### src/design/dnms_pkg.sv
// Shared types and constants of the detection decode and class NMS block.
// No dependencies; every other design file imports this package.
package dnms_pkg;

    localparam int MAX_CANDIDATES = 64;
    localparam int MAX_CLASSES    = 80;
    localparam int CAND_AW        = $clog2(MAX_CANDIDATES);
    localparam int CAND_CW        = $clog2(MAX_CANDIDATES + 1);
    localparam int CLS_CNT_W      = $clog2(MAX_CLASSES + 1);
    localparam int CLS_W          = 8;
    localparam int JOBQ_DEPTH     = 4;
    localparam int JOBQ_AW        = $clog2(JOBQ_DEPTH);
    localparam logic [11:0] EDGE_MAX = 12'hFFF;
    // divider: dividend up to 18b x 12b, divisor up to 32 * 12b
    localparam int DVD_W  = 30;
    localparam int DSOR_W = 17;
    localparam int DCNT_W = $clog2(DVD_W);

    typedef enum logic [2:0] {
        CFG_CONF_THR = 3'd0,
        CFG_IOU_THR  = 3'd1,
        CFG_SRC_W    = 3'd2,
        CFG_SRC_H    = 3'd3,
        CFG_DST_W    = 3'd4,
        CFG_DST_H    = 3'd5
    } t_cfg_idx;

    typedef struct packed {
        logic [15:0] conf_thr;
        logic [15:0] iou_thr;
        logic [11:0] src_w;
        logic [11:0] src_h;
        logic [11:0] dst_w;
        logic [11:0] dst_h;
    } t_cfg;

    typedef struct packed {
        logic [15:0] cx;
        logic [15:0] cy;
        logic [15:0] bw;
        logic [15:0] bh;
        logic [15:0] score;
        logic        last_class;
        logic        last_anchor;
    } t_item;

    typedef struct packed {
        logic [15:0]      cx;
        logic [15:0]      cy;
        logic [15:0]      bw;
        logic [15:0]      bh;
        logic [15:0]      score;
        logic [CLS_W-1:0] cls;
        logic             cand;
        logic             frame_end;
    } t_job;

    typedef struct packed {
        logic [11:0]      left;
        logic [11:0]      top;
        logic [11:0]      right;
        logic [11:0]      bottom;
        logic [CLS_W-1:0] class_index;
        logic [15:0]      best_score;
        logic             none_found;
        logic             overflowed;
        logic             last_result;
    } t_result;

    typedef enum logic [2:0] {
        D_UW = 3'd0,
        D_UH = 3'd1,
        D_L  = 3'd2,
        D_T  = 3'd3,
        D_R  = 3'd4,
        D_B  = 3'd5
    } t_dstep;

    typedef enum logic [4:0] {
        B_IDLE, B_RATIO, B_NUM, B_PREP, B_DIV, B_POST, B_STORE, B_CHK,
        B_SSTART, B_SRD, B_SEV, B_SDONE, B_CLD, B_EMIT,
        B_PRD, B_PEV, B_IOU1, B_IOU2, B_IOU3, B_FIN
    } t_bstate;

endpackage

### src/design/dnms_job_queue.sv
// Short job queue between the front end and the back end.
// Depends on dnms_pkg for the job type and depth.
module dnms_job_queue (
    input  logic            i_clk,
    input  logic            i_rst_n,
    input  logic            i_push,
    input  dnms_pkg::t_job  i_job,
    output logic            o_full,
    input  logic            i_pop,
    output dnms_pkg::t_job  o_job,
    output logic            o_empty
);
    import dnms_pkg::*;

    t_job               r_mem [JOBQ_DEPTH];
    logic [JOBQ_AW-1:0] r_wp, r_rp;
    logic [JOBQ_AW:0]   r_cnt;
    logic               wr, rd;

    assign o_full  = (r_cnt == (JOBQ_AW+1)'(JOBQ_DEPTH));
    assign o_empty = (r_cnt == '0);
    assign wr      = i_push && !o_full;
    assign rd      = i_pop && !o_empty;
    assign o_job   = r_mem[r_rp];

    always_ff @(posedge i_clk) begin
        if (wr) r_mem[r_wp] <= i_job;
    end

    always_ff @(posedge i_clk) begin
        if (!i_rst_n) begin
            r_wp  <= '0;
            r_rp  <= '0;
            r_cnt <= '0;
        end else begin
            if (wr) r_wp <= r_wp + 1'b1;
            if (rd) r_rp <= r_rp + 1'b1;
            r_cnt <= r_cnt + (JOBQ_AW+1)'(wr) - (JOBQ_AW+1)'(rd);
        end
    end

endmodule

### config.mk
export PLATFORM = sky130hd
export DESIGN_NAME = dnms_job_queue
export DESIGN_NICKNAME = d
export VERILOG_FILES = /design/src/design/dnms_pkg.sv /design/src/design/dnms_job_queue.sv
export SDC_FILE = /design/constraint.sdc
export NUM_CORES = 1
export LEC_CHECK = 0
export BUFFER_PORTS_ARGS = -buffer_cell sky130_fd_sc_hd__buf_4
export CAP_MARGIN = 20
export CORE_AREA = 2 2 200 202
export DETAILED_ROUTE_END_ITERATION = 10
export DIE_AREA = 0 0 202 204
export SYNTH_ARGS = -nofsm -noshare
export SYNTH_HDL_FRONTEND = slang
export SYNTH_SLANG_ARGS = --single-unit
### constraint.sdc
create_clock -name i_clk -period 5.1 [get_ports i_clk]
set_input_delay 1.275 -clock i_clk [delete_from_list [all_inputs] [get_ports i_clk]]
set_output_delay 1.275 -clock i_clk [all_outputs]
set_load 0.01 [all_outputs]
---- Word level (Yosys, flattened, before mapping) ----
Memory sizes are Yosys's and may differ from the RTL's. A register that Yosys moved wholly into a read port is not among the register bits.
Index checks and enable logic that the tools add are counted.
Widths: inputs -> output; s select.
word-level totals
  bits in registers ....................... 7
  bits in writable memories ............... 360
  input port bits ......................... 94
  memories kept ........................... 1
memory list
  memory  words  width  rd ports  clocked after Yosys merged registers in  wr ports  RTL line              text
  r_mem   4      90     1         1                                        1         dnms_job_queue.sv:15  t_job r_mem [JOBQ_DEPTH];
operators by class
  $add $sub $neg .......................... 4
  equal/unequal tests ..................... 1
  multiplexer cells ....................... 4
  reduce and logical (&&, ||, !) cells .... 5
operators with widths
  cell                 count
  $add 2x1->2 const B  2
  $mux 2               2
  $add 3x1->3          1
  $eq 3x3->1 const B   1
  $logic_not 3->1      1
  $sub 3x1->3          1
  $logic_and 1x1->1    2
  $logic_not 1->1      2
  $mux 1               2

---- Depth between registers and ports, before layout ----
  word-level depth ........................ 5
  depth in mapped cells ................... 11

---- Worst setup path after synthesis ----
OpenSTA, ideal clock, no wires.
  path kind ............................... in2reg
  start point ............................. input i_push
  end point ............................... memory r_mem[0][0] in the netlist's numbering (enable)
  library setup time ...................... 0.459 ns
  data arrival time ....................... 3.649 ns
  required time ........................... 4.641 ns
  slack ................................... 0.992 ns
  stages .................................. 3
  buffers on the path ..................... 1
  path through ............................ nor2b_1 buf_2 and2_1
between the ends
  cells in the longest elaborated chain, start to end .. 3
RTL lines
  element                       RTL line              text
  start: declaration            dnms_job_queue.sv:6   input logic i_push,
  $logic_and 1x1->1             dnms_job_queue.sv:22  assign wr = i_push && !o_full;
  $mux 1                        dnms_job_queue.sv:27  if (wr) r_mem[r_wp] <= i_job;
  $mux 1 (not written as such)  dnms_job_queue.sv:27
  end: declaration              dnms_job_queue.sv:15
Every way passes these cells.

==> reports/qor.txt <==
warnings from Yosys -> 0
buffering stage count on the worst path with inverters included -> 2
chip height -> 204 µm
effective utilization at floorplan -> 34.6%
critical path type -> flip-flop to primary output
number of ports placed on the die boundary -> 186
number of cells produced by synthesis -> 521
pin count of the biggest net entering global routing -> 50
startpoint types -> flip-flop
global-route wire length before repair -> 40000 µm
period utilization -> 74.1%
cell count after placement -> 1218
count of final setup violators -> 0
Final GP Congestion -> 0.690
mean routed wirelength per cell -> 20.5 µm
Resize count post-CTS -> 0
static leakage -> 5.58 nW
standard-cell row count -> 73
slowest stage cell on the critical path -> sky130_fd_sc_hd__dfxtp_4
critical path capture point -> o_job[28]
number of nets with antenna violations after detailed routing -> 0
Rel. slew slack -> 43.8%
most frequent cell on the critical path -> sky130_fd_sc_hd__buf_4
Setup Total Neg Slack -> 0 ns
top-area cell type share of the netlist area -> 79.7%
sequence of cells on the critical path -> buf_4 -> mux4_2 -> buf_4
sequential-to-total area share from yosys stat -> 81.0%
pin slew with the least headroom to its limit -> 0.843 ns
Final Hold Violating Endpoints -> 0
width of the die -> 202 µm
cell depth of the worst setup path -> 3
number of DRC violations after detailed routing -> 0
cell count of the worst reg-to-reg path -> 10
worst-case clock buffer depth -> 3
endpoint of the most critical register-to-register path -> r_cnt[2]
number of antenna diodes -> 0
number of nets in the final layout -> 836
number of global-route vias before repair -> 6688
DR pass1 iterations -> 4
post-synthesis sequential element count -> 369
Total Routing Usage GR -> 13.0%
register clock-pin slew on the reported worst setup and hold paths -> 0.06 ns
number of fillers in the final layout -> 3423
CTS tree -> done
Register-to-Register Setup Slack -> 2.61 ns
# Max-Cap Violations -> 0
net count after synthesis -> 622
final wirelength -> 26400 µm
number of max-slew violations in the final report -> 0
most area-hungry cell type in the Yosys netlist -> sky130_fd_sc_hd__edfxtp_1
core region area -> 0.0392 mm²
leftover overflow at the end of global routing -> 0
time the final worst path needs with I/O delays and setup -> 3.78 ns
via density per instance -> 4.72
TritonCTS buffer count -> 40
Top Family by Delay on Critical Path -> flip-flops
maximum level of the CTS H-tree -> 2
count of different cell masters after synthesis -> 21
violation count after the first detailed-routing iteration -> 289
final HPWL from detailed placement -> 15100 µm
worst ir drop on vdd -> 0.000313 V
run status -> finished clean
maximum clock skew at final layout -> 0.0134 ns
buffers inserted during post-CTS setup optimization -> 0
Die ar. -> 0.0412 mm²
worst-path fanout max -> 37
cell at the root of the clock tree -> sky130_fd_sc_hd__clkbuf_16
critical path endpoint category -> primary output
total number of vias -> 6083
Worst Path Arrival -> 2.50 ns
startpoint of the lowest-slack register-to-register path -> r_cnt[2]
initial antenna violation count -> 0
mapped cell area -> 0.0136 mm²
dominant cells by area after synthesis -> sky130_fd_sc_hd__edfxtp_1 (80%), sky130_fd_sc_hd__mux4_2 (15%), sky130_fd_sc_hd__buf_12 (1.3%)
type of the tightest min-delay check -> flip-flop to flip-flop
unrepaired setup endpoints after global routing -> false
crit-path max cell delay -> 0.91 ns
number of buffers added on ports -> 185
insertion delay to the later sink of the worst-skew pair -> 0.52 ns
upper clock frequency limit -> 265 MHz
count of clock tree sinks -> 369
proportion of layout cells with a drive suffix above 1 -> 45.8%
final core utilization -> 42.9%
average size of a mapped cell -> 26.0 µm²
Syn-to-layout area delta -> 24.1%
CTS hold repair buffers -> 0
required time worst endpoint -> 3.83 ns
final instance count without filler cells -> 1289
power density normalized to cell area -> 500 mW/mm²
## worst reg2reg max path, stage by stage (launching register included)
cell and delay, ns:
sky130_fd_sc_hd__dfxtp_1 0.33, sky130_fd_sc_hd__nor3b_2 0.17, sky130_fd_sc_hd__nor2b_1 0.45, sky130_fd_sc_hd__inv_1 0.10
sky130_fd_sc_hd__ha_1 0.29, sky130_fd_sc_hd__inv_1 0.04, sky130_fd_sc_hd__ha_1 0.19, sky130_fd_sc_hd__fa_1 0.41
sky130_fd_sc_hd__xnor2_1 0.15, sky130_fd_sc_hd__xnor2_1 0.12, sky130_fd_sc_hd__and2_1 0.14
## synth_stat cells (all sizes together)
master / instances
and2: 7
mux4: 90
nand2: 6
fa: 1
xnor2: 2
or4bb: 1
inv: 6
dfxtp: 9
buf: 22
o21ai: 3
edfxtp: 360
nor2b: 2
nor3: 1
ha: 6
mux2i: 2
or3: 1
a21boi: 1
nor3b: 1
## through the flow
stage                     area [µm²]  setup WS [ns]  power, mW  hold slack, ns
after floorplan                13600          0.992       4.95           0.461
after global placement         15500           1.76       5.69           0.468
after detailed placement       15500           1.72       5.71           0.475
after CTS                      16800           1.18       8.57           0.503
after global routing           16800           1.10       8.80           0.558
final                          16800           1.32       8.41           0.502
## where the power goes
group | total (mW) | switching (mW) | internal (mW)
Combinational | 1.74 | 0.795 | 0.941
Sequential | 3.84 | 0.162 | 3.68
Clock | 2.84 | 1.12 | 1.72
## registers in the layout, summed over array words and instances (netlist names), named ones only
name   count
r_cnt      3
r_mem    360
r_rp       2
r_wp       2
## cell type report
type | instances | area [µm²] | share of cell area, %
multi-input cells | 124 | 2310 | 13.7
flip-flops and latches | 369 | 11000 | 65.4
repair buffers | 194 | 1540 | 9.18
clock inverters | 19 | 198 | 1.17
well taps | 525 | 657 | 3.90
clock buffers | 52 | 1100 | 6.52
inverters | 6 | 22.5 | 0.134
## cells by family after synthesis
kind of cell | share of synthesized area [%]
AOI/OAI and AO/OA | 0.166
xor gates and xnor gates | 0.129
adders and majority gates | 0.701
DFF | 81.0
muxes | 15.1
buffers and inverters | 2.01
and+or+nand+nor | 0.876
## worst min path at each step
stage | from | endpoint | slack (ns) | cells past startpoint
4_1_cts | r_rp[1] | flip-flop | 0.50 | 2
3_3_place_gp | r_rp[0] | flip-flop | 0.47 | 2
2_1_floorplan | r_rp[0] | flip-flop | 0.46 | 2
6_report | r_rp[1] | flip-flop | 0.50 | 2
3_5_place_dp | r_rp[0] | flip-flop | 0.48 | 2
5_1_grt | r_wp[0] | r_wp[0] | 0.56 | 2
## cell usage in the layout, fill, tap and decap left out, types with 2 or more instances in the layout
| cell type | Yosys | routed |
|---|---|---|
| sky130_fd_sc_hd__and2_1 | 7 | 3 |
| sky130_fd_sc_hd__and2_4 | 0 | 4 |
| sky130_fd_sc_hd__buf_12 | 9 | 7 |
| sky130_fd_sc_hd__buf_4 | 0 | 187 |
| sky130_fd_sc_hd__bufinv_16 | 0 | 4 |
| sky130_fd_sc_hd__clkbuf_1 | 0 | 8 |
| sky130_fd_sc_hd__clkbuf_16 | 0 | 41 |
| sky130_fd_sc_hd__clkbuf_8 | 0 | 3 |
| sky130_fd_sc_hd__clkinv_1 | 0 | 5 |
| sky130_fd_sc_hd__clkinv_2 | 0 | 7 |
| sky130_fd_sc_hd__clkinvlp_4 | 0 | 2 |
| sky130_fd_sc_hd__dfxtp_1 | 9 | 7 |
| sky130_fd_sc_hd__dfxtp_4 | 0 | 2 |
| sky130_fd_sc_hd__edfxtp_1 | 360 | 360 |
| sky130_fd_sc_hd__ha_1 | 6 | 6 |
| sky130_fd_sc_hd__inv_1 | 6 | 6 |
| sky130_fd_sc_hd__mux2i_1 | 2 | 2 |
| sky130_fd_sc_hd__mux4_2 | 90 | 90 |
| sky130_fd_sc_hd__nand2_1 | 6 | 6 |
| sky130_fd_sc_hd__nor2b_1 | 2 | 2 |
| sky130_fd_sc_hd__o21ai_0 | 3 | 3 |
| sky130_fd_sc_hd__xnor2_1 | 2 | 2 |
## layer usage
metal	vias up	track usage [%]	share of wire (%)
met4	0	3.78	2.2
met1	3222	17.4	44
met5	-	0	0
met3	46	3.76	6.7
met2	163	20.7	47
li1	2652	-	-
No activity file was read; power rests on OpenSTA's default activity.
