File: src/design/dnms_pkg.sv
// Shared types and constants of the detection decode and class NMS block.
// No dependencies; every other design file imports this package.
package dnms_pkg;

    localparam int MAX_CANDIDATES = 64;
    localparam int MAX_CLASSES    = 80;
    localparam int CAND_AW        = $clog2(MAX_CANDIDATES);
    localparam int CAND_CW        = $clog2(MAX_CANDIDATES + 1);
    localparam int CLS_CNT_W      = $clog2(MAX_CLASSES + 1);
    localparam int CLS_W          = 8;
    localparam int JOBQ_DEPTH     = 4;
    localparam int JOBQ_AW        = $clog2(JOBQ_DEPTH);
    localparam logic [11:0] EDGE_MAX = 12'hFFF;
    // divider: dividend up to 18b x 12b, divisor up to 32 * 12b
    localparam int DVD_W  = 30;
    localparam int DSOR_W = 17;
    localparam int DCNT_W = $clog2(DVD_W);

    typedef enum logic [2:0] {
        CFG_CONF_THR = 3'd0,
        CFG_IOU_THR  = 3'd1,
        CFG_SRC_W    = 3'd2,
        CFG_SRC_H    = 3'd3,
        CFG_DST_W    = 3'd4,
        CFG_DST_H    = 3'd5
    } t_cfg_idx;

    typedef struct packed {
        logic [15:0] conf_thr;
        logic [15:0] iou_thr;
        logic [11:0] src_w;
        logic [11:0] src_h;
        logic [11:0] dst_w;
        logic [11:0] dst_h;
    } t_cfg;

    typedef struct packed {
        logic [15:0] cx;
        logic [15:0] cy;
        logic [15:0] bw;
        logic [15:0] bh;
        logic [15:0] score;
        logic        last_class;
        logic        last_anchor;
    } t_item;

    typedef struct packed {
        logic [15:0]      cx;
        logic [15:0]      cy;
        logic [15:0]      bw;
        logic [15:0]      bh;
        logic [15:0]      score;
        logic [CLS_W-1:0] cls;
        logic             cand;
        logic             frame_end;
    } t_job;

    typedef struct packed {
        logic [11:0]      left;
        logic [11:0]      top;
        logic [11:0]      right;
        logic [11:0]      bottom;
        logic [CLS_W-1:0] class_index;
        logic [15:0]      best_score;
        logic             none_found;
        logic             overflowed;
        logic             last_result;
    } t_result;

    typedef enum logic [2:0] {
        D_UW = 3'd0,
        D_UH = 3'd1,
        D_L  = 3'd2,
        D_T  = 3'd3,
        D_R  = 3'd4,
        D_B  = 3'd5
    } t_dstep;

    typedef enum logic [4:0] {
        B_IDLE, B_RATIO, B_NUM, B_PREP, B_DIV, B_POST, B_STORE, B_CHK,
        B_SSTART, B_SRD, B_SEV, B_SDONE, B_CLD, B_EMIT,
        B_PRD, B_PEV, B_IOU1, B_IOU2, B_IOU3, B_FIN
    } t_bstate;

endpackage

File: src/design/dnms_front.sv
// Front end: running first-wins argmax over an anchor's class scores.
// Depends on dnms_pkg; issues one job per candidate and per frame end.
module dnms_front (
    input  logic              i_clk,
    input  logic              i_rst_n,
    input  logic              i_push,
    input  dnms_pkg::t_item   i_item,
    input  logic [15:0]       i_conf_thr,
    input  logic              i_jq_full,
    output logic              o_full,
    output logic              o_job_push,
    output dnms_pkg::t_job    o_job
);
    import dnms_pkg::*;

    logic [15:0]          r_best_score, n_best_score;
    logic                 r_best_valid, n_best_valid;
    logic [CLS_W-1:0]     r_best_class, n_best_class;
    logic [CLS_CNT_W-1:0] r_class_cnt, n_class_cnt;

    logic                 accept;
    logic                 anchor_end;
    logic [15:0]          b_score;
    logic                 b_valid;
    logic [CLS_W-1:0]     b_class;

    assign o_full = i_jq_full;
    assign accept = i_push && !i_jq_full;
    assign anchor_end = i_item.last_class || i_item.last_anchor;

    always_comb begin
        b_score     = r_best_score;
        b_valid     = r_best_valid;
        b_class     = r_best_class;
        n_class_cnt = r_class_cnt;
        if (r_class_cnt < CLS_CNT_W'(MAX_CLASSES)) begin
            if (!r_best_valid || i_item.score > r_best_score) begin
                b_score = i_item.score;
                b_class = CLS_W'(r_class_cnt);
                b_valid = 1'b1;
            end
            n_class_cnt = r_class_cnt + 1'b1;
        end
        n_best_score = b_score;
        n_best_valid = b_valid;
        n_best_class = b_class;
        o_job.cx        = i_item.cx;
        o_job.cy        = i_item.cy;
        o_job.bw        = i_item.bw;
        o_job.bh        = i_item.bh;
        o_job.score     = b_score;
        o_job.cls       = b_class;
        o_job.cand      = anchor_end && b_valid && (b_score > i_conf_thr);
        o_job.frame_end = i_item.last_anchor;
        o_job_push      = accept && (o_job.cand || i_item.last_anchor);
        if (anchor_end) begin
            n_best_score = '0;
            n_best_valid = 1'b0;
            n_best_class = '0;
            n_class_cnt  = '0;
        end
    end

    always_ff @(posedge i_clk) begin
        if (!i_rst_n) begin
            r_best_score <= '0;
            r_best_valid <= 1'b0;
            r_best_class <= '0;
            r_class_cnt  <= '0;
        end else if (accept) begin
            r_best_score <= n_best_score;
            r_best_valid <= n_best_valid;
            r_best_class <= n_best_class;
            r_class_cnt  <= n_class_cnt;
        end
    end

endmodule

File: config.mk
export PLATFORM = sky130hd
export DESIGN_NAME = dnms_front
export DESIGN_NICKNAME = d
export VERILOG_FILES = /design/src/design/dnms_pkg.sv /design/src/design/dnms_front.sv
export SDC_FILE = /design/constraint.sdc
export NUM_CORES = 1
export LEC_CHECK = 0
export ABC_AREA = 1
export CAP_MARGIN = 20
export CELL_PAD_IN_SITES_DETAIL_PLACEMENT = 1
export CELL_PAD_IN_SITES_GLOBAL_PLACEMENT = 1
export CORE_MARGIN = 4
export CORE_UTILIZATION = 40
export CTS_BUF_LIST = sky130_fd_sc_hd__clkbuf_4 sky130_fd_sc_hd__clkbuf_8
export DETAILED_ROUTE_END_ITERATION = 7
export DONT_BUFFER_PORTS = 1
export PLACE_DENSITY_LB_ADDON = 0.1
export RECOVER_POWER = 100
export SLEW_MARGIN = 20
export SYNTH_ARGS = -nofsm -noshare
export SYNTH_HDL_FRONTEND = slang
export SYNTH_SLANG_ARGS = --single-unit
File: constraint.sdc
create_clock -name i_clk -period 6.9 [get_ports i_clk]
set_clock_uncertainty 0.2 [all_clocks]
set_input_delay 1.035 -clock i_clk [delete_from_list [all_inputs] [get_ports i_clk]]
set_output_delay 1.035 -clock i_clk [all_outputs]
set_load 0.05 [all_outputs]
**After elaboration in Yosys (flattened, before gate mapping)**

Index checks and enable logic that the tools add are counted.

- Memories: 0
- RAM bits: 0
- Flip-flop bits (word level): 32
- Bits in read-only memories: 0
- Word-level logic and storage cells: 30
- Output and inout bits: 92
- Bits in latches: 0

- $lt $le $gt $ge: 3
- Reductions and logical operators: 11
- Add/sub/neg operators: 1
- Equal/unequal tests: 0
- Multipliers: 0
- Shift operators: 0
- Mux-type cells: 11
- Bitwise operators: 0
- Divide/modulo/power cells: 0

Operators by type and width:

| operator | count |
|---|---|
| 16-bit two-way mux | 3 |
| 16-bit > comparator | 2 |
| 8-bit two-way mux | 3 |
| 7-bit two-way mux | 2 |
| 7-bit by 1-bit adder with 7-bit output, second input constant | 1 |
| 7-bit less-than comparator, second input constant | 1 |
| 1-bit logical AND | 4 |
| 1-bit logical OR | 3 |
| 1-bit two-way mux | 3 |
| 1-bit zero test | 2 |
| 2-bit AND reduction | 1 |
| 2-bit nonzero test | 1 |

**Longest topological paths before layout**

Gate-level depths: netlist of run 1.

- Word-level depth: 8
- Mapped depth: 28

**Least setup slack after synthesis of run 1**

Ideal clock, no wire load.

- Path kind: input to output
- Start point: input port i_item[7] (netlist name)
- End point: output port o_job_push
- Stages: 20
- Path slack: 1.417 ns
- Arrival: 4.248 ns
- Path through: ha_1 -> a21oi_1 -> nor2_1 -> nor2_1 -> nand2_1 -> nand2_1 -> nand2_1 -> nand2_2 -> nand2_4 -> nand2_4 -> buf_12 -> nand2_4 -> and2_1 -> ha_1 -> nand2_1 -> nor4_1 -> nand2_1 -> o2111ai_1 -> nand2_1 -> a21oi_1

RTL lines:

| what | line | source |
|---|---|---|
| from (decl) | dnms_front.sv:7 | `input dnms_pkg::t_item i_item,` |
| to (decl) | dnms_front.sv:11 | `output logic o_job_push,` |

==> results.cfg, run 1 <==
[run_status]
status = finished with violations
violations = max-capacitance violations, max-slew violations

[floorplanning]
top_level_ports = 194
fp.dieArea_um2 = 10000
dieHeight_um = 100
num_rows = 33
initial_core_util_pct = 41.2
core-area_um2 = 8260
dieWidth_um = 100

[placement]
place_congestion = 0.741
io_buffers = 0
post_dp_cell_area_um2 = 2990
dp_hpwl_mm = 6.13
dp_cells = 492

[power]
power.net_switching_w = 0.000182
combinationalPowerShare_pct = 25.9
p_per_area_nw_per_um2 = 169
p_leak_nw = 1.27
clock_power_share_pct = 37.2
p_int_w = 0.000329
p_sw_share_pct = 35.7
pwr-share-seq_pct = 37.0
vdd_drop_max_mv = 0.0666

[critical_path]
cp-startpoint = i_item[17]
setup.worst_path.class = in2out
reg2regPathDepth = 14
end_kind = output pin
crit_fanout = 25
critical_path_required_ps = 5660
start_kind = input pin
arrival_ps = 5070
r2r-start = r_best_score[7]

[grt]
antenna_found_initial = 0
grt_pass1_wl_mm = 13.1
grt_usage_pct = 16.2
grt_max_degree = 27
overflow = 0
grt_pass1_vias = 2611

[sta]
max_freq_ghz = 0.159
worstMarginPinSlew_ps = 2630
min_period_ps = 6300
grt_setup_unrepaired = false
slew_headroom_pct = -75.7
hold_viol_final = 0
finalSetupTns_ps = 0
post-route-period-util_pct = 91.3
setup_violations = 0
final_max_slew_viol_count = 27

[yosys]
synth_seq_area_share_pct = 18.8
syn_avg_cell_area_um2 = 7.39
synthCells = 460
synthDistinctLibCells = 34
synth_warnings = 0
syn_area_um2 = 3400
ys.flop_type = dfxtp_1
syn_nets = 595
synth_enable_flop_cells = 0
synth_seq_cells = 32
ys_async_sr_fraction_pct = 0

[clocking]
clockBufferDepth = 2
ctsHoldBuffers = 0
h-tree-depth = 2
clkTransAtPathRegs_ps = 80
cts_tree = built
numCtsBuffers = 5
clock-root-buffer = clkbuf_8
cts_sinks = 32
cts_resized = 0
clock_latency_ps = 290
post-cts-setup-buffers = 0

[hold_path]
hold_start = r_best_class[7]
hold_depth = 2
hp-class = reg2reg

[cells_and_area]
fin_cells = 500
area_growth_pct = -11.3
final_area_um2 = 3020
drive_gt1_share_pct = 14.9
diodes = 0
fin_nets = 529

[routing]
routed_wl_mm = 8.08
drtAntennaViolNets = 0
drtIter0Drc = 78
avgViaCountPerCell = 5.01
drtPass1Iterations = 4
wire_per_inst_um = 16.2
routed-via-count = 2507
drc = 0

[run]
cap_violations = 2
synth_stat cells (2+ instances only):
library cell	count	share of area (%)
inv_1	75	8.3
buf_4	67	15
nand2_1	61	6.7
nand3_1	35	5.2
ha_1	33	12
dfxtp_1	32	19
a21oi_1	26	3.8
and2_1	22	4.0
nand2_4	21	7.0
a21oi_2	19	4.9
nand3_2	19	5.6
nor2_1	12	1.3
clkbuf_1	5	0.55
o21ai_0	5	0.74
buf_2	3	0.44
inv_2	3	0.33
buf_12	2	1.2
nand2_2	2	0.37
nor2_2	2	0.37
nor3_1	2	0.29
state kept, by name, indices dropped and copies added, names as in the netlist:
| signal | count |
|---|---|
| r_best_score | 16 |
| r_best_class | 8 |
| r_best_valid | 1 |
| r_class_cnt | 7 |
stage by stage:
| step | utilization, % | setup WS (ps) | hold slack [ps] | total power, W |
|---|---|---|---|---|
| 3_5_place_dp | 36.2 | 762 | 247 | 0.000331 |
| 5_1_grt | 36.5 | 227 | 282 | 0.000538 |
| 3_3_place_gp | 36.2 | 906 | 237 | 0.000330 |
| 4_1_cts | 37.5 | 755 | 259 | 0.000521 |
| 2_1_floorplan | - | 1420 | 230 | 0.000410 |
| 6_report | 36.5 | 599 | 257 | 0.000511 |
power groups by stage:
| stage | combinational (W) | clock [W] | sequential, W |
|---|---|---|---|
| 6_report | 0.000132 | 0.000190 | 0.000189 |
| 5_1_grt | 0.000148 | 0.000201 | 0.000189 |
| 4_1_cts | 0.000138 | 0.000194 | 0.000189 |
| 3_5_place_dp | 0.000138 | 0 | 0.000193 |
| 3_3_place_gp | 0.000137 | 0 | 0.000193 |
| 2_1_floorplan | 0.000217 | 0 | 0.000193 |
worst paths after layout:
check	endpoint	slack, ps
max	o_job_push	600
min	r_best_class[7]	260
max reg2reg	r_best_score[0]	4160
min reg2reg	r_best_class[7]	260
worst max-delay path, stage by stage:
cell and delay (ps):
ha_1 300, a21oi_1 160, o21ai_0 110, a21oi_1 150, nand2_1 70, nand2_1 90
nand2_4 200, nand2_4 560, nand2_1 130, and2_0 470, ha_1 440, nand2_1 90
nor4_1 460, nand2_1 120, o2111ai_1 90, nand2_1 110, a21oi_1 200, buf_4 250
cell usage in the layout, fill, tap and decap left out:
cell type / n
inv_1: 76
nand2_1: 62
a21oi_1: 44
nand3_1: 35
ha_1: 33
dfxtp_1: 32
nand2_4: 21
and2_0: 19
nand3_2: 19
nor2_1: 14
o21ai_0: 6
clkbuf_8: 5
buf_4: 4
and2_1: 3
inv_2: 2
nor3_1: 2
nor2_2: 1
a21o_1: 1
nand2_2: 1
nand4_1: 1
nor3_2: 1
nor4_1: 1
a311oi_1: 1
o211ai_1: 1
o2111ai_1: 1
a21boi_0: 1
clkinv_1: 1
o211ai_2: 1
nor3b_1: 1
a21oi_2: 1
clkinvlp_4: 1
bufinv_16: 1
clkinv_2: 1
clkbuf_1: 1
cell families (layout without fill, tap and decap cells):
kind of cell | after synthesis | count (layout) | synth area share [%]
and+or+nand+nor | 181 | 181 | 32.1
DFF | 32 | 32 | 18.8
AOI/OAI and AO/OA | 57 | 57 | 11.2
buffers and inverters | 157 | 92 | 25.8
adders and majority gates | 33 | 33 | 12.1
layer usage:
layer | routed length, µm | GRT usage, % | part of all wire, %
met1 | 3840 | 20.9 | 47
met2 | 3590 | 26.4 | 44
met3 | 554 | 4.79 | 6.9
met4 | 98 | 4.66 | 1.2
met5 | 0 | 0 | 0
final cells by class:
cell class                      count  area, µm²
Inverter                           79        297
Sequential cell                    32        641
Timing Repair Buffer                5       33.8
Fill cell                        1053       5240
Clock inverter                      3       42.5
Multi-Input combinational cell    271       1800
Tap cell                          105        131
Clock buffer                        5       68.8
Power figures use the tool's default switching activity.
==> run 2, diff against run 1 <==
==> constraint.sdc (replaced) <==
create_clock -name i_clk -period 6.9 [get_ports i_clk]
set_clock_uncertainty 0.2 [all_clocks]
set_input_delay 1.035 -clock i_clk [delete_from_list [all_inputs] [get_ports i_clk]]
set_output_delay 1.035 -clock i_clk [all_outputs]
set_load 0.02 [all_outputs]
==> results.cfg, run 2 (same netlist as run 1, synthesis figures left out) <==
[run_status]
status = finished with violations
violations = max-capacitance violations, max-slew violations

[grt]
grt_pass1_vias = 2558
overflow = 0
grt_max_degree = 27
antenna_found_initial = 0
grt_pass1_wl_mm = 13.0
grt_usage_pct = 16.3

[floorplanning]
dieWidth_um = 100
fp.dieArea_um2 = 10000
initial_core_util_pct = 41.2
num_rows = 33
dieHeight_um = 100
top_level_ports = 194
core-area_um2 = 8260

[sta]
worstMarginPinSlew_ps = 2750
post-route-period-util_pct = 87.5
min_period_ps = 6040
finalSetupTns_ps = 0
max_freq_ghz = 0.166
setup_violations = 0
hold_viol_final = 0
final_max_slew_viol_count = 26
grt_setup_unrepaired = false
slew_headroom_pct = -83.7

[power]
p_per_area_nw_per_um2 = 162
vdd_drop_max_mv = 0.0751
combinationalPowerShare_pct = 22.1
pwr-share-seq_pct = 39.0
p_int_w = 0.000327
power.net_switching_w = 0.000157
p_leak_nw = 1.25
clock_power_share_pct = 38.9
p_sw_share_pct = 32.5

[critical_path]
crit_fanout = 25
critical_path_required_ps = 5660
arrival_ps = 4800
slowest_stage = nand2_4
setup.worst_path.class = in2out
crit_top_cell = nand2_1
reg2regPathDepth = 12
critical_path.max_stage_delay_ps = 570
path_delay_family = simple AND/OR/NAND/NOR gates
path_cells = ha_1, a21oi_1, o21ai_0, a21oi_1, nand2_1, nand2_1, nand2_4, nand2_4, nand2_1, and2_0, ha_1, nand2_1, nor4_1, nand2_1, o2111ai_1, nand2_1, a21oi_1
critPathBufInv = 0
crit_cells = 17
start_kind = input pin
end_kind = output pin

[cells_and_area]
layout_common_cells = inv_1 (76), nand2_1 (62), a21oi_1 (43), nand3_1 (35), ha_1 (33)
largest_reg_flops = 16
regMostFlops = r_best_score
top_regs = r_best_score (16), r_best_class (8), r_class_cnt (7)
fin_cells = 496
diodes = 0
area_growth_pct = -12.0
final_common_cell = inv_1
drive_gt1_share_pct = 14.6
multi_input_area_um2 = 1810
nFillCells = 1080
seqCellArea_um2 = 641
fin_nets = 525

[clocking]
cts_tree = built
clkTransAtPathRegs_ps = 80
clock_latency_ps = 290
cts_resized = 0
post-cts-setup-buffers = 0
cts_sinks = 32
numCtsBuffers = 5
h-tree-depth = 2
clock-root-buffer = clkbuf_8
ctsHoldBuffers = 0
clockBufferDepth = 2

[routing]
drtIter0Drc = 67
avgViaCountPerCell = 5.08
drc = 0
drtPass1Iterations = 4
wire_per_inst_um = 16.5
drtAntennaViolNets = 0
routed-via-count = 2518
routed_wl_mm = 8.19

[placement]
dp_hpwl_mm = 6.14
place_congestion = 0.735
io_buffers = 0
dp_cells = 488

[hold_path]
hold_depth = 2
hp-class = reg2reg

[run]
cap_violations = 1
-- run 2: cell types whose count changed in the layout (fill, tap and decap cells not counted), sizes merged --
| cell | before | now |
|---|---|---|
| buf | 4 | 1 |
| clkbuf | 6 | 5 |
-- run 2: final cells by class --
type                            count  share of cell area (%)
Clock inverter                      3                    1.42
Multi-Input combinational cell    271                    60.3
Clock buffer                        5                    2.30
Tap cell                          105                    4.39
Sequential cell                    32                    21.4
Timing Repair Buffer                1                   0.251
Inverter                           79                    9.91
-- run 2: final timing paths --
path | start | endpoint | slack (ps)
hold / removal | r_best_class[7] | r_best_class[7] | 260
hold reg to reg | r_best_class[7] | r_best_class[7] | 260
setup / recovery | i_item[17] | o_job_push | 860
setup reg to reg | r_best_score[11] | r_best_score[0] | 4110
-- run 2: power groups by stage --
stage	Combinational (W)	Clock, W	Sequential (W)
after floorplan	0.000146	0	0.000193
after global placement	0.000110	0	0.000193
after detailed placement	0.000112	0	0.000193
after CTS	0.000112	0.000197	0.000189
after global routing	0.000122	0.000204	0.000189
final	0.000107	0.000189	0.000189
-- run 2: stage by stage --
stage          hold slack (ps)  util [%]  total power [W]  area [µm²]  setup slack [ps]
3_3_place_gp               240      35.8         0.000303        2960              1050
4_1_cts                    263      37.2         0.000499        3070               902
5_1_grt                    277      36.2         0.000515        2990               493
3_5_place_dp               251      35.8         0.000305        2960               909
2_1_floorplan              230         -         0.000339        3400              2000
6_report                   259      36.2         0.000484        2990               863
-- run 2: worst min-delay path, stage by stage (launching register included) --
cell and delay, ps:
dfxtp_1 320, o211ai_2 60, inv_1 30
-- run 2: routing by layer --
| layer | vias up | track usage (%) | wire length, µm |
|---|---|---|---|
| met2 | 86 | 26.2 | 3640 |
| met1 | 1159 | 21.2 | 3790 |
| met5 | - | 0 | 0 |
| li1 | 1249 | - | - |
| met3 | 24 | 4.79 | 622 |
| met4 | 0 | 4.77 | 136 |
